### config.mk
export PLATFORM = sky130hd
export DESIGN_NAME = bfh_ctrl
export DESIGN_NICKNAME = d
export VERILOG_FILES = /design/src/design/bfh_pkg.sv /design/src/design/bfh_ctrl.sv
export SDC_FILE = /design/constraint.sdc
export NUM_CORES = 1
export LEC_CHECK = 0
export BUFFER_PORTS_ARGS = -buffer_cell sky130_fd_sc_hd__buf_2
export CAP_MARGIN = 20
export CORE_AREA = 3 3 40 42
export DETAILED_ROUTE_END_ITERATION = 6
export DIE_AREA = 0 0 43 45
export GPL_TIMING_DRIVEN = 0
export PLACE_DENSITY = 0.33
export SYNTH_ARGS = -nofsm -noshare
export SYNTH_HDL_FRONTEND = slang
export SYNTH_SLANG_ARGS = --single-unit
export TNS_END_PERCENT = 50
### constraint.sdc
create_clock -name clk_i -period 2.5 [get_ports clk_i]
set_clock_uncertainty 0.2 [all_clocks]
set_input_delay 0.125 -clock clk_i [delete_from_list [all_inputs] [get_ports clk_i]]
set_output_delay 0.125 -clock clk_i [all_outputs]
set_load 0.02 [all_outputs]
### src/design/bfh_pkg.sv
// Package for the back/forward id history block.
// Holds field widths, operation codes and the controller/datapath interface structs.
// No dependencies.
package bfh_pkg;

  // Field widths of the stream payloads.
  localparam int FuncW    = 2;
  localparam int IdW      = 31;
  localparam int SIdW     = 32;
  localparam int CountW   = 8;
  localparam int InDataW  = 64;
  localparam int OutDataW = 48;

  // Operation codes carried on the input tuser.
  localparam logic [FuncW-1:0] FUNC_ADD    = 2'd0;
  localparam logic [FuncW-1:0] FUNC_FOLLOW = 2'd1;
  localparam logic [FuncW-1:0] FUNC_BACK   = 2'd2;
  localparam logic [FuncW-1:0] FUNC_FWD    = 2'd3;

  // Commands from the controller to the datapath.
  typedef struct packed {
    logic capture;    // latch the accepted request
    logic add_first;  // add the followed id when it qualifies
    logic add_new;    // add the new id
    logic step;       // move the cursor back or forward
    logic load_cur;   // take the cursor id from the store read port
    logic push;       // load the result into the output register
  } bfh_cmd_t;

  // Status from the datapath to the controller.
  typedef struct packed {
    logic out_free;   // output register can take a result this cycle
  } bfh_status_t;

endpackage

### src/design/bfh_ctrl.sv
// Controller state machine of the back/forward id history.
// Sequences add, follow and cursor steps; depends on bfh_pkg.
module bfh_ctrl (
  input  logic                       clk_i,
  input  logic                       rst_ni,
  input  logic                       in_valid_i,
  input  logic [bfh_pkg::FuncW-1:0]  in_func_i,
  output logic                       in_ready_o,
  input  bfh_pkg::bfh_status_t       status_i,
  output bfh_pkg::bfh_cmd_t          cmd_o
);
  import bfh_pkg::*;

  localparam logic [2:0] ST_IDLE  = 3'd0;
  localparam logic [2:0] ST_FIRST = 3'd1;
  localparam logic [2:0] ST_ADD   = 3'd2;
  localparam logic [2:0] ST_STEP  = 3'd3;
  localparam logic [2:0] ST_LOAD  = 3'd4;
  localparam logic [2:0] ST_DONE  = 3'd5;

  logic [2:0] state_q, state_d;

  assign in_ready_o = (state_q == ST_IDLE);

  // Next state and command decode.
  always_comb begin
    state_d = state_q;
    cmd_o   = '0;
    unique case (state_q)
      ST_IDLE: begin
        if (in_valid_i) begin
          cmd_o.capture = 1'b1;
          case (in_func_i)
            FUNC_ADD:    state_d = ST_ADD;
            FUNC_FOLLOW: state_d = ST_FIRST;
            default:     state_d = ST_STEP;
          endcase
        end
      end
      ST_FIRST: begin
        cmd_o.add_first = 1'b1;
        state_d         = ST_ADD;
      end
      ST_ADD: begin
        cmd_o.add_new = 1'b1;
        state_d       = ST_DONE;
      end
      ST_STEP: begin
        cmd_o.step = 1'b1;
        state_d    = ST_LOAD;
      end
      ST_LOAD: begin
        cmd_o.load_cur = 1'b1;
        state_d        = ST_DONE;
      end
      ST_DONE: begin
        if (status_i.out_free) begin
          cmd_o.push = 1'b1;
          state_d    = ST_IDLE;
        end
      end
      default: begin
        state_d = ST_IDLE;
      end
    endcase
  end

  // State register.
  always_ff @(posedge clk_i or negedge rst_ni) begin
    if (!rst_ni) begin
      state_q <= ST_IDLE;
    end else begin
      state_q <= state_d;
    end
  end

endmodule

==> results of run 1 <==
report_power, final:
part           leakage, nW  internal (mW)  switching (mW)
sequential          0.0372         0.0720          0.0354
combinational        0.111         0.0828           0.129
clock               0.0150         0.0600          0.0279
worst max-delay path by stage:
stage,end,slack (ns),cells past startpoint
final,cmd_o[5],0.94,3
after global placement,cmd_o[5],1.21,3
after detailed placement,cmd_o[5],1.20,3
after global routing,cmd_o[5],0.86,3
after floorplan,cmd_o[5],1.06,2
after CTS,cmd_o[5],0.93,3
worst register-to-register path, cell delays in order (launching register included):
cell,delay [ns]
sky130_fd_sc_hd__dfrtp_1,0.34
sky130_fd_sc_hd__buf_2,0.17
sky130_fd_sc_hd__nor3_1,0.23
sky130_fd_sc_hd__a221oi_2,0.05
repair_timing:
item / in CTS / in global routing
endpoints found under the setup margin: 0 / 0
hold endpoints to repair: 5 / 0
hold buffers: 2 / 0
cells by family after synthesis:
kind of cell	synth area share
compound gates	0.167
buf+inv	0.0448
flops	0.385
simple gates	0.404
cells in the final DEF, fill, tap and decap left out, drive strengths merged:
master       instances
buf                 13
nand2b               4
nor2                 4
nor3                 4
clkbuf               4
dfrtp                3
nand2                2
dlygate4sd3          2
inv                  1
and2                 1
a21oi                1
o21ai                1
o21a                 1
a221oi               1
final cells by class:
type,count,area [sq um],area share
flip-flops and latches,3,75.1,0.234
well taps,15,18.8,0.0586
clock buffers,4,26.3,0.0820
repair buffers,14,80.1,0.250
multi-input cells,19,111,0.348
inverters,1,3.75,0.0117
plain buffers,1,5.00,0.0156
per-stage QoR:
stage / instances / worst slack [ns] / area (sq um)
6_report: 57 / 0.941 / 320
5_1_grt: 57 / 0.862 / 320
4_1_cts: 57 / 0.933 / 320
3_5_place_dp: 51 / 1.20 / 274
3_3_place_gp: 51 / 1.21 / 274
2_1_floorplan: 24 / 1.06 / 195
per-layer routing:
metal	global-route usage	wire, um	vias up
met3	0.0518	61	4
li1	-	-	118
met1	0.0607	226	95
met4	0.0723	31	0
met5	0	0	-
met2	0.0749	193	13
==> qor.log, run 1 <==
[place] number of I/O port buffers 12
[timing] WHS 0.00653 ns
[floorplan] Die ar. 1940 sq um
[floorplan] floorplan row count 13
[floorplan] area inside the core boundary 1280 sq um
[global_routing] number of antenna violations at the first check in global routing 0
[final_layout] final-layout fill cell count 159
[setup_path] critical path required time 2.17 ns
[yosys] Ys Warns 0
[setup_path] worst r2r dst state_q[0]
[floorplan] Die Ht 45 um
[timing] Tcrit/Tclk final 0.623
[yosys] Synth top cells by count sky130_fd_sc_hd__nand2b_1 (4), sky130_fd_sc_hd__nor2_1 (4), sky130_fd_sc_hd__dfrtp_1 (3), sky130_fd_sc_hd__nor3_1 (3), sky130_fd_sc_hd__nand2_1 (2)
[timing] RSZ-0062 raised after global routing no
[setup_path] library cell contributing the largest single delay on the critical path sky130_fd_sc_hd__dfrtp_1
[cts] clock root buffer master sky130_fd_sc_hd__clkbuf_4
[timing] maximum frequency from static timing analysis 642 MHz
[yosys] share of flip-flops with an asynchronous set or reset after synthesis 1.00
[yosys] sequential fraction of the synthesis area 0.385
[final_layout] Largest register FFs 3
[cts] total clock sinks 3
[yosys] synthesized area 195 sq um
[yosys] ranking of synthesized cells by area sky130_fd_sc_hd__dfrtp_1 (38%), sky130_fd_sc_hd__nand2b_1 (13%), sky130_fd_sc_hd__nor3_1 (7.7%)
[yosys] top cell type's share of synthesized area 0.385
[place] placer's final routability congestion estimate 0.611
[status] result of the run complete, no violations
[final_layout] Top reg by flops state_q
[detailed_routing] routed via count divided by cell count 4.04
[setup_path] kind of launch point of the worst setup path flip-flop
[cts] level count of the clock H-tree 1
[cts] Longest Clk Path Bufs 2
[setup_path] cell-by-cell trace of the critical path nor3_2 > and2_1 > buf_2
[floorplan] die width 43 um
[yosys] post-synth net total 30
[detailed_routing] number of DRC violations after detailed routing 0
[flow_run] number of violations of the max-capacitance limit 0
[cts] clock buffer count from CTS 3
[cts] post-CTS setup buffers 0
[yosys] library cells used by synthesis 13
[setup_path] Worst path max stage delay 0.46 ns
[worst_hold_path] worst min path class in2async
[setup_path] class of the most critical setup path reg2out
[setup_path] r2r worst-path depth 3
[final_layout] final core area utilization 0.249
[timing] Period minus WS final 1.56 ns
[setup_path] slack of the worst reg-to-reg path 1.38 ns
[yosys] flip-flop and latch count after synthesis 3
[yosys] most instantiated flip-flop cell in the synthesis netlist sky130_fd_sc_hd__dfrtp_1
[timing] max-slew violation count 0
[detailed_routing] number of DRC markers after the initial detailed-route iteration 0
[yosys] synthesized instance count 24
[final_layout] layout cells sized above 1 0.429
[power_and_ir_drop] Pwr Density 1270 nW/um^2
[power_and_ir_drop] total leakage power 0.163 nW
[detailed_routing] overall routed net length 513 um
[global_routing] via count of the first global-routing pass 191
[setup_path] Setup crit end kind primary output
[final_layout] Synth-to-Final Area Change 64.1%
[cts] clock tree from TritonCTS yes
[final_layout] Top Registers state_q (3)
[setup_path] family with the most delay on the worst path flip-flops
[timing] relative slew slack 0.823
[floorplan] boundary pin count 13
[timing] transition time at the pin with the least slew margin 0.265 ns
[yosys] Mapped Avg Cell Area 8.13 sq um
[detailed_routing] routed vias 230
[yosys] number of flops mapped to enable cells by yosys 0
[detailed_routing] router iterations before antenna repair 1
[timing] hold violation total from the final report 0
[cts] clock latency on the worst-skew pair 0.24 ns
[detailed_routing] number of nets still failing antenna checks after routing 0
[timing] setup TNS 0 ns
[cts] post-cts sizing count 0
[global_routing] wire length of the first global-routing pass 786 um
[setup_path] number of buffers and inverters on the critical path 1
[global_routing] maximum number of pins on one net before global-route repair 10
[yosys] post-synth top area cell sky130_fd_sc_hd__dfrtp_1
[cts] CTS clk-pin slew, worst paths 0.04 ns
[timing] final setup violating endpoints 0
[power_and_ir_drop] worst vdd rail ir drop 0.433 mV
[setup_path] beginning of the critical path state_q[1]
[power_and_ir_drop] Final Total Pwr 0.407 mW
[global_routing] total track usage 0.0626
[final_layout] number of antenna diodes 0
[setup_path] Critical Path Fanout Max 8
[final_layout] Final nets 49
[setup_path] Reg-to-Reg Start state_q[2]
[floorplan] Initial Utilization 0.152
[detailed_routing] per-cell routed wire length 9.00 um
[setup_path] WP data arrival 1.23 ns
[global_routing] Remaining Overflow, GRT 0
(Power assumes the default switching activity.)
==> run 2, diff against run 1 <==
Settings changed: ABC_AREA set to 1, PLACE_DENSITY 0.33 to 0.35.
Clock period 2.5 ns to 1.6 ns, I/O delays scaled along.
==> run 2 against run 1 <==
Effect of this change:
- the run now ends with negative hold slack left
- hold slack got worse by 0.0072 ns
- global-route usage increased by 0.58 points
- core utilization increased by 3.3 points
- first-iteration DRC count increased by 4
- total power increased by 62%
- critical path depth increased by 1
- sequential share of layout area decreased by 2.7 points
- sequential power increased by 40%
- combinational power increased by 78%
- worst setup slack got worse by 0.77 ns
==> qor.log, run 2 <==
[floorplan] boundary pin count 13 [unchanged]
[yosys] Mapped Avg Cell Area 5.99 sq um [-26%]
[place] placer's final routability congestion estimate 0.642 [+5.2%]
[detailed_routing] router iterations before antenna repair 3 [+2]
[yosys] synthesized area 228 sq um [+17%]
[cts] post-cts sizing count 0 [unchanged]
[cts] post-CTS setup buffers 0 [unchanged]
[setup_path] kind of launch point of the worst setup path flip-flop
[timing] setup TNS 0 ns [unchanged]
[global_routing] Remaining Overflow, GRT 0 [unchanged]
[yosys] number of flops mapped to enable cells by yosys 0 [unchanged]
[cts] Longest Clk Path Bufs 2 [unchanged]
[detailed_routing] number of DRC markers after the initial detailed-route iteration 4 [+4]
[final_layout] Top reg by flops state_q
[place] Final HPWL DP 441 um
[timing] max-slew violation count 0 [unchanged]
[final_layout] area taken by flip-flops and latches 75.1 sq um [unchanged]
[setup_path] class of the most critical setup path reg2out
[global_routing] number of antenna violations at the first check in global routing 0 [unchanged]
[yosys] sequential fraction of the synthesis area 0.330 [-0.0549]
[yosys] library cells used by synthesis 9 [-4]
[setup_path] critical path required time 1.32 ns [-0.85 ns]
[place] number of I/O port buffers 12 [unchanged]
[power_and_ir_drop] total leakage power 0.241 nW [+48%]
[final_layout] final core area utilization 0.282 [+0.0331]
[flow_run] number of violations of the max-capacitance limit 0 [unchanged]
[final_layout] most frequent standard cell in the layout excluding fill and tap cells sky130_fd_sc_hd__inv_1
[cts] clock tree from TritonCTS yes
[detailed_routing] number of DRC violations after detailed routing 0 [unchanged]
[cts] total clock sinks 3 [unchanged]
[detailed_routing] routed via count divided by cell count 3.67 [-9.1%]
[power_and_ir_drop] portion of total power attributed to combinational logic 0.571 [+0.051]
[setup_path] WP data arrival 1.15 ns [-0.08 ns]
[yosys] Ys Warns 0 [unchanged]
[detailed_routing] met1 routed wirelength after detailed routing 221 um [-2.2%]
[detailed_routing] routed wire length on met2 222 um [+15%]
[timing] final setup violating endpoints 0 [unchanged]
[detailed_routing] overall routed net length 512 um [-0.19%]
[timing] hold violation total from the final report 1 [+1]
[global_routing] wire length of the first global-routing pass 910 um [+16%]
[cts] clock root buffer master sky130_fd_sc_hd__clkbuf_4
[detailed_routing] top sig layer met4
[floorplan] area inside the core boundary 1280 sq um [unchanged]
[timing] Tcrit/Tclk final 0.893
[timing] Period minus WS final 1.43 ns
[floorplan] Die Ht 45 um [unchanged]
[yosys] most instantiated flip-flop cell in the synthesis netlist sky130_fd_sc_hd__dfrtp_1
[yosys] share of flip-flops with an asynchronous set or reset after synthesis 1.00 [unchanged]
[status] result of the run complete, but fails checks
[yosys] post-synth net total 44 [+47%]
[power_and_ir_drop] sequential group share of total power 0.226 [-0.038]
[final_layout] Final nets 64 [+31%]
[floorplan] die width 43 um [unchanged]
[power_and_ir_drop] Clk pwr share 0.202 [-0.014]
[detailed_routing] number of nets still failing antenna checks after routing 0 [unchanged]
[final_layout] Synth-to-Final Area Change 59.3%
[timing] transition time at the pin with the least slew margin 0.142 ns [-0.122 ns]
[detailed_routing] per-cell routed wire length 7.11 um [-21%]
[final_layout] layout cells sized above 1 0.351 [-0.0777]
[floorplan] floorplan row count 13 [unchanged]
[final_layout] Top Registers state_q (3)
[final_layout] Largest register FFs 3 [unchanged]
[final_layout] commonest non-fill, non-tap cells in the layout sky130_fd_sc_hd__inv_1 (13), sky130_fd_sc_hd__buf_2 (12), sky130_fd_sc_hd__nand2_1 (6)
[power_and_ir_drop] net switching power 0.321 mW [+67%]
[setup_path] Setup crit end kind primary output
[power_and_ir_drop] Pwr Density 1820 nW/um^2 [+43%]
[timing] maximum frequency from static timing analysis 700 MHz
[yosys] count leader, synth sky130_fd_sc_hd__inv_1
[cts] CTS clk-pin slew, worst paths 0.04 ns [about the same]
[final_layout] area taken by multi-input logic gates 104 sq um [-6.7%]
[floorplan] Die ar. 1940 sq um [unchanged]
[timing] WHS -0.000644 ns [-0.00718 ns]
[yosys] Synth top cells by count sky130_fd_sc_hd__inv_1 (13), sky130_fd_sc_hd__nand2_1 (6), sky130_fd_sc_hd__nor2_1 (5)
[yosys] top cell type's share of synthesized area 0.330 [-0.0549]
[detailed_routing] detailed route wirelength on metal3 55 um [-9.8%]
[global_routing] total track usage 0.0684 [+0.00579]
[status] violations in the final reports negative hold slack
[yosys] synthesized instance count 38 [+58%]
[worst_hold_path] worst min path class in2reg
[floorplan] Initial Utilization 0.177 [+0.0253]
[detailed_routing] routed vias 264 [+15%]
[global_routing] maximum number of pins on one net before global-route repair 6 [-4]
[setup_path] Critical Path Fanout Max 4 [-4]
[yosys] ranking of synthesized cells by area sky130_fd_sc_hd__dfrtp_1 (33%), sky130_fd_sc_hd__inv_1 (21%), sky130_fd_sc_hd__nor2_2 (11%)
[cts] clock latency on the worst-skew pair 0.23 ns [about the same]
[final_layout] number of antenna diodes 0 [unchanged]
[power_and_ir_drop] Internal Pwr Total 0.340 mW [+58%]
[power_and_ir_drop] switching power as a share of total power 0.485 [+0.0125]
[final_layout] final-layout fill cell count 152 [-4.4%]
[yosys] post-synth top area cell sky130_fd_sc_hd__dfrtp_1
[power_and_ir_drop] Final Total Pwr 0.661 mW [+62%]
[global_routing] via count of the first global-routing pass 261 [+37%]
[power_and_ir_drop] worst vdd rail ir drop 0.472 mV [+9.0%]
[timing] RSZ-0062 raised after global routing no
[yosys] flip-flop and latch count after synthesis 3 [unchanged]
[timing] relative slew slack 0.904 [+0.0806]
[cts] clock buffer count from CTS 3 [unchanged]
[cts] level count of the clock H-tree 1 [unchanged]
run 2: power groups by stage:
stage | registers (mW) | logic (mW) | clock network (mW)
floorplan | 0.143 | 0.278 | 0
global placement | 0.152 | 0.386 | 0
detailed placement | 0.150 | 0.379 | 0
CTS | 0.149 | 0.386 | 0.138
global route | 0.154 | 0.440 | 0.145
finish | 0.150 | 0.378 | 0.134
run 2: path summary, 6_finish.rpt:
kind / startpoint / endpoint / slack, ns / depth (start not counted)
setup / recovery: state_q[0] / cmd_o[5] / 0.17 / 4
hold / removal: in_valid_i / state_q[0] / -0.0006 / 5
setup reg to reg: state_q[0] / state_q[1] / 0.37 / 5
hold reg to reg: state_q[2] / state_q[2] / 0.40 / 2
max in group asynchronous: rst_ni / state_q[1] / 0.54 / 3
min in group asynchronous: rst_ni / state_q[2] / 0.52 / 3
run 2: metal layers:
metal | track usage | vias to the layer above
met5 | 0 | -
met3 | 0.0438 | 4
met1 | 0.0630 | 109
li1 | - | 143
met4 | 0.0723 | 0
met2 | 0.0988 | 8
run 2: per-stage QoR:
| step | instances | setup slack [ns] | area [sq um] |
|---|---|---|---|
| CTS | 72 | 0.161 | 363 |
| floorplan | 38 | 0.435 | 228 |
| detailed placement | 65 | 0.370 | 307 |
| finish | 72 | 0.171 | 363 |
| global placement | 65 | 0.334 | 307 |
| global route | 72 | 0.0855 | 363 |
run 2: repair_timing:
| item | in CTS | in global routing |
|---|---|---|
| hold buffers | 3 | 0 |
| hold endpoints to repair | 5 | 0 |
| endpoints found under the setup margin | 0 | 0 |
run 2: layout make-up:
class,count,share of cell area
clock buffer,4,0.0724
inverter,13,0.134
multi-input combinational,22,0.286
sequential,3,0.207
tap,15,0.0517
timing repair buffer,15,0.248
run 2: worst max-delay path: stages (launching register included):
cell	delay, ns
sky130_fd_sc_hd__dfrtp_1	0.40
sky130_fd_sc_hd__nor2_2	0.16
sky130_fd_sc_hd__nand2_2	0.10
sky130_fd_sc_hd__nor2_1	0.09
sky130_fd_sc_hd__buf_2	0.17
run 2: cell families (layout without fill, tap and decap cells):
logic type,after synthesis,count (layout),synth area share
AO/OA/AOI/OAI,2,2,0.0440
buffers and inverters,13,32,0.214
flip-flops,3,3,0.330
AND/OR/NAND/NOR,20,20,0.412
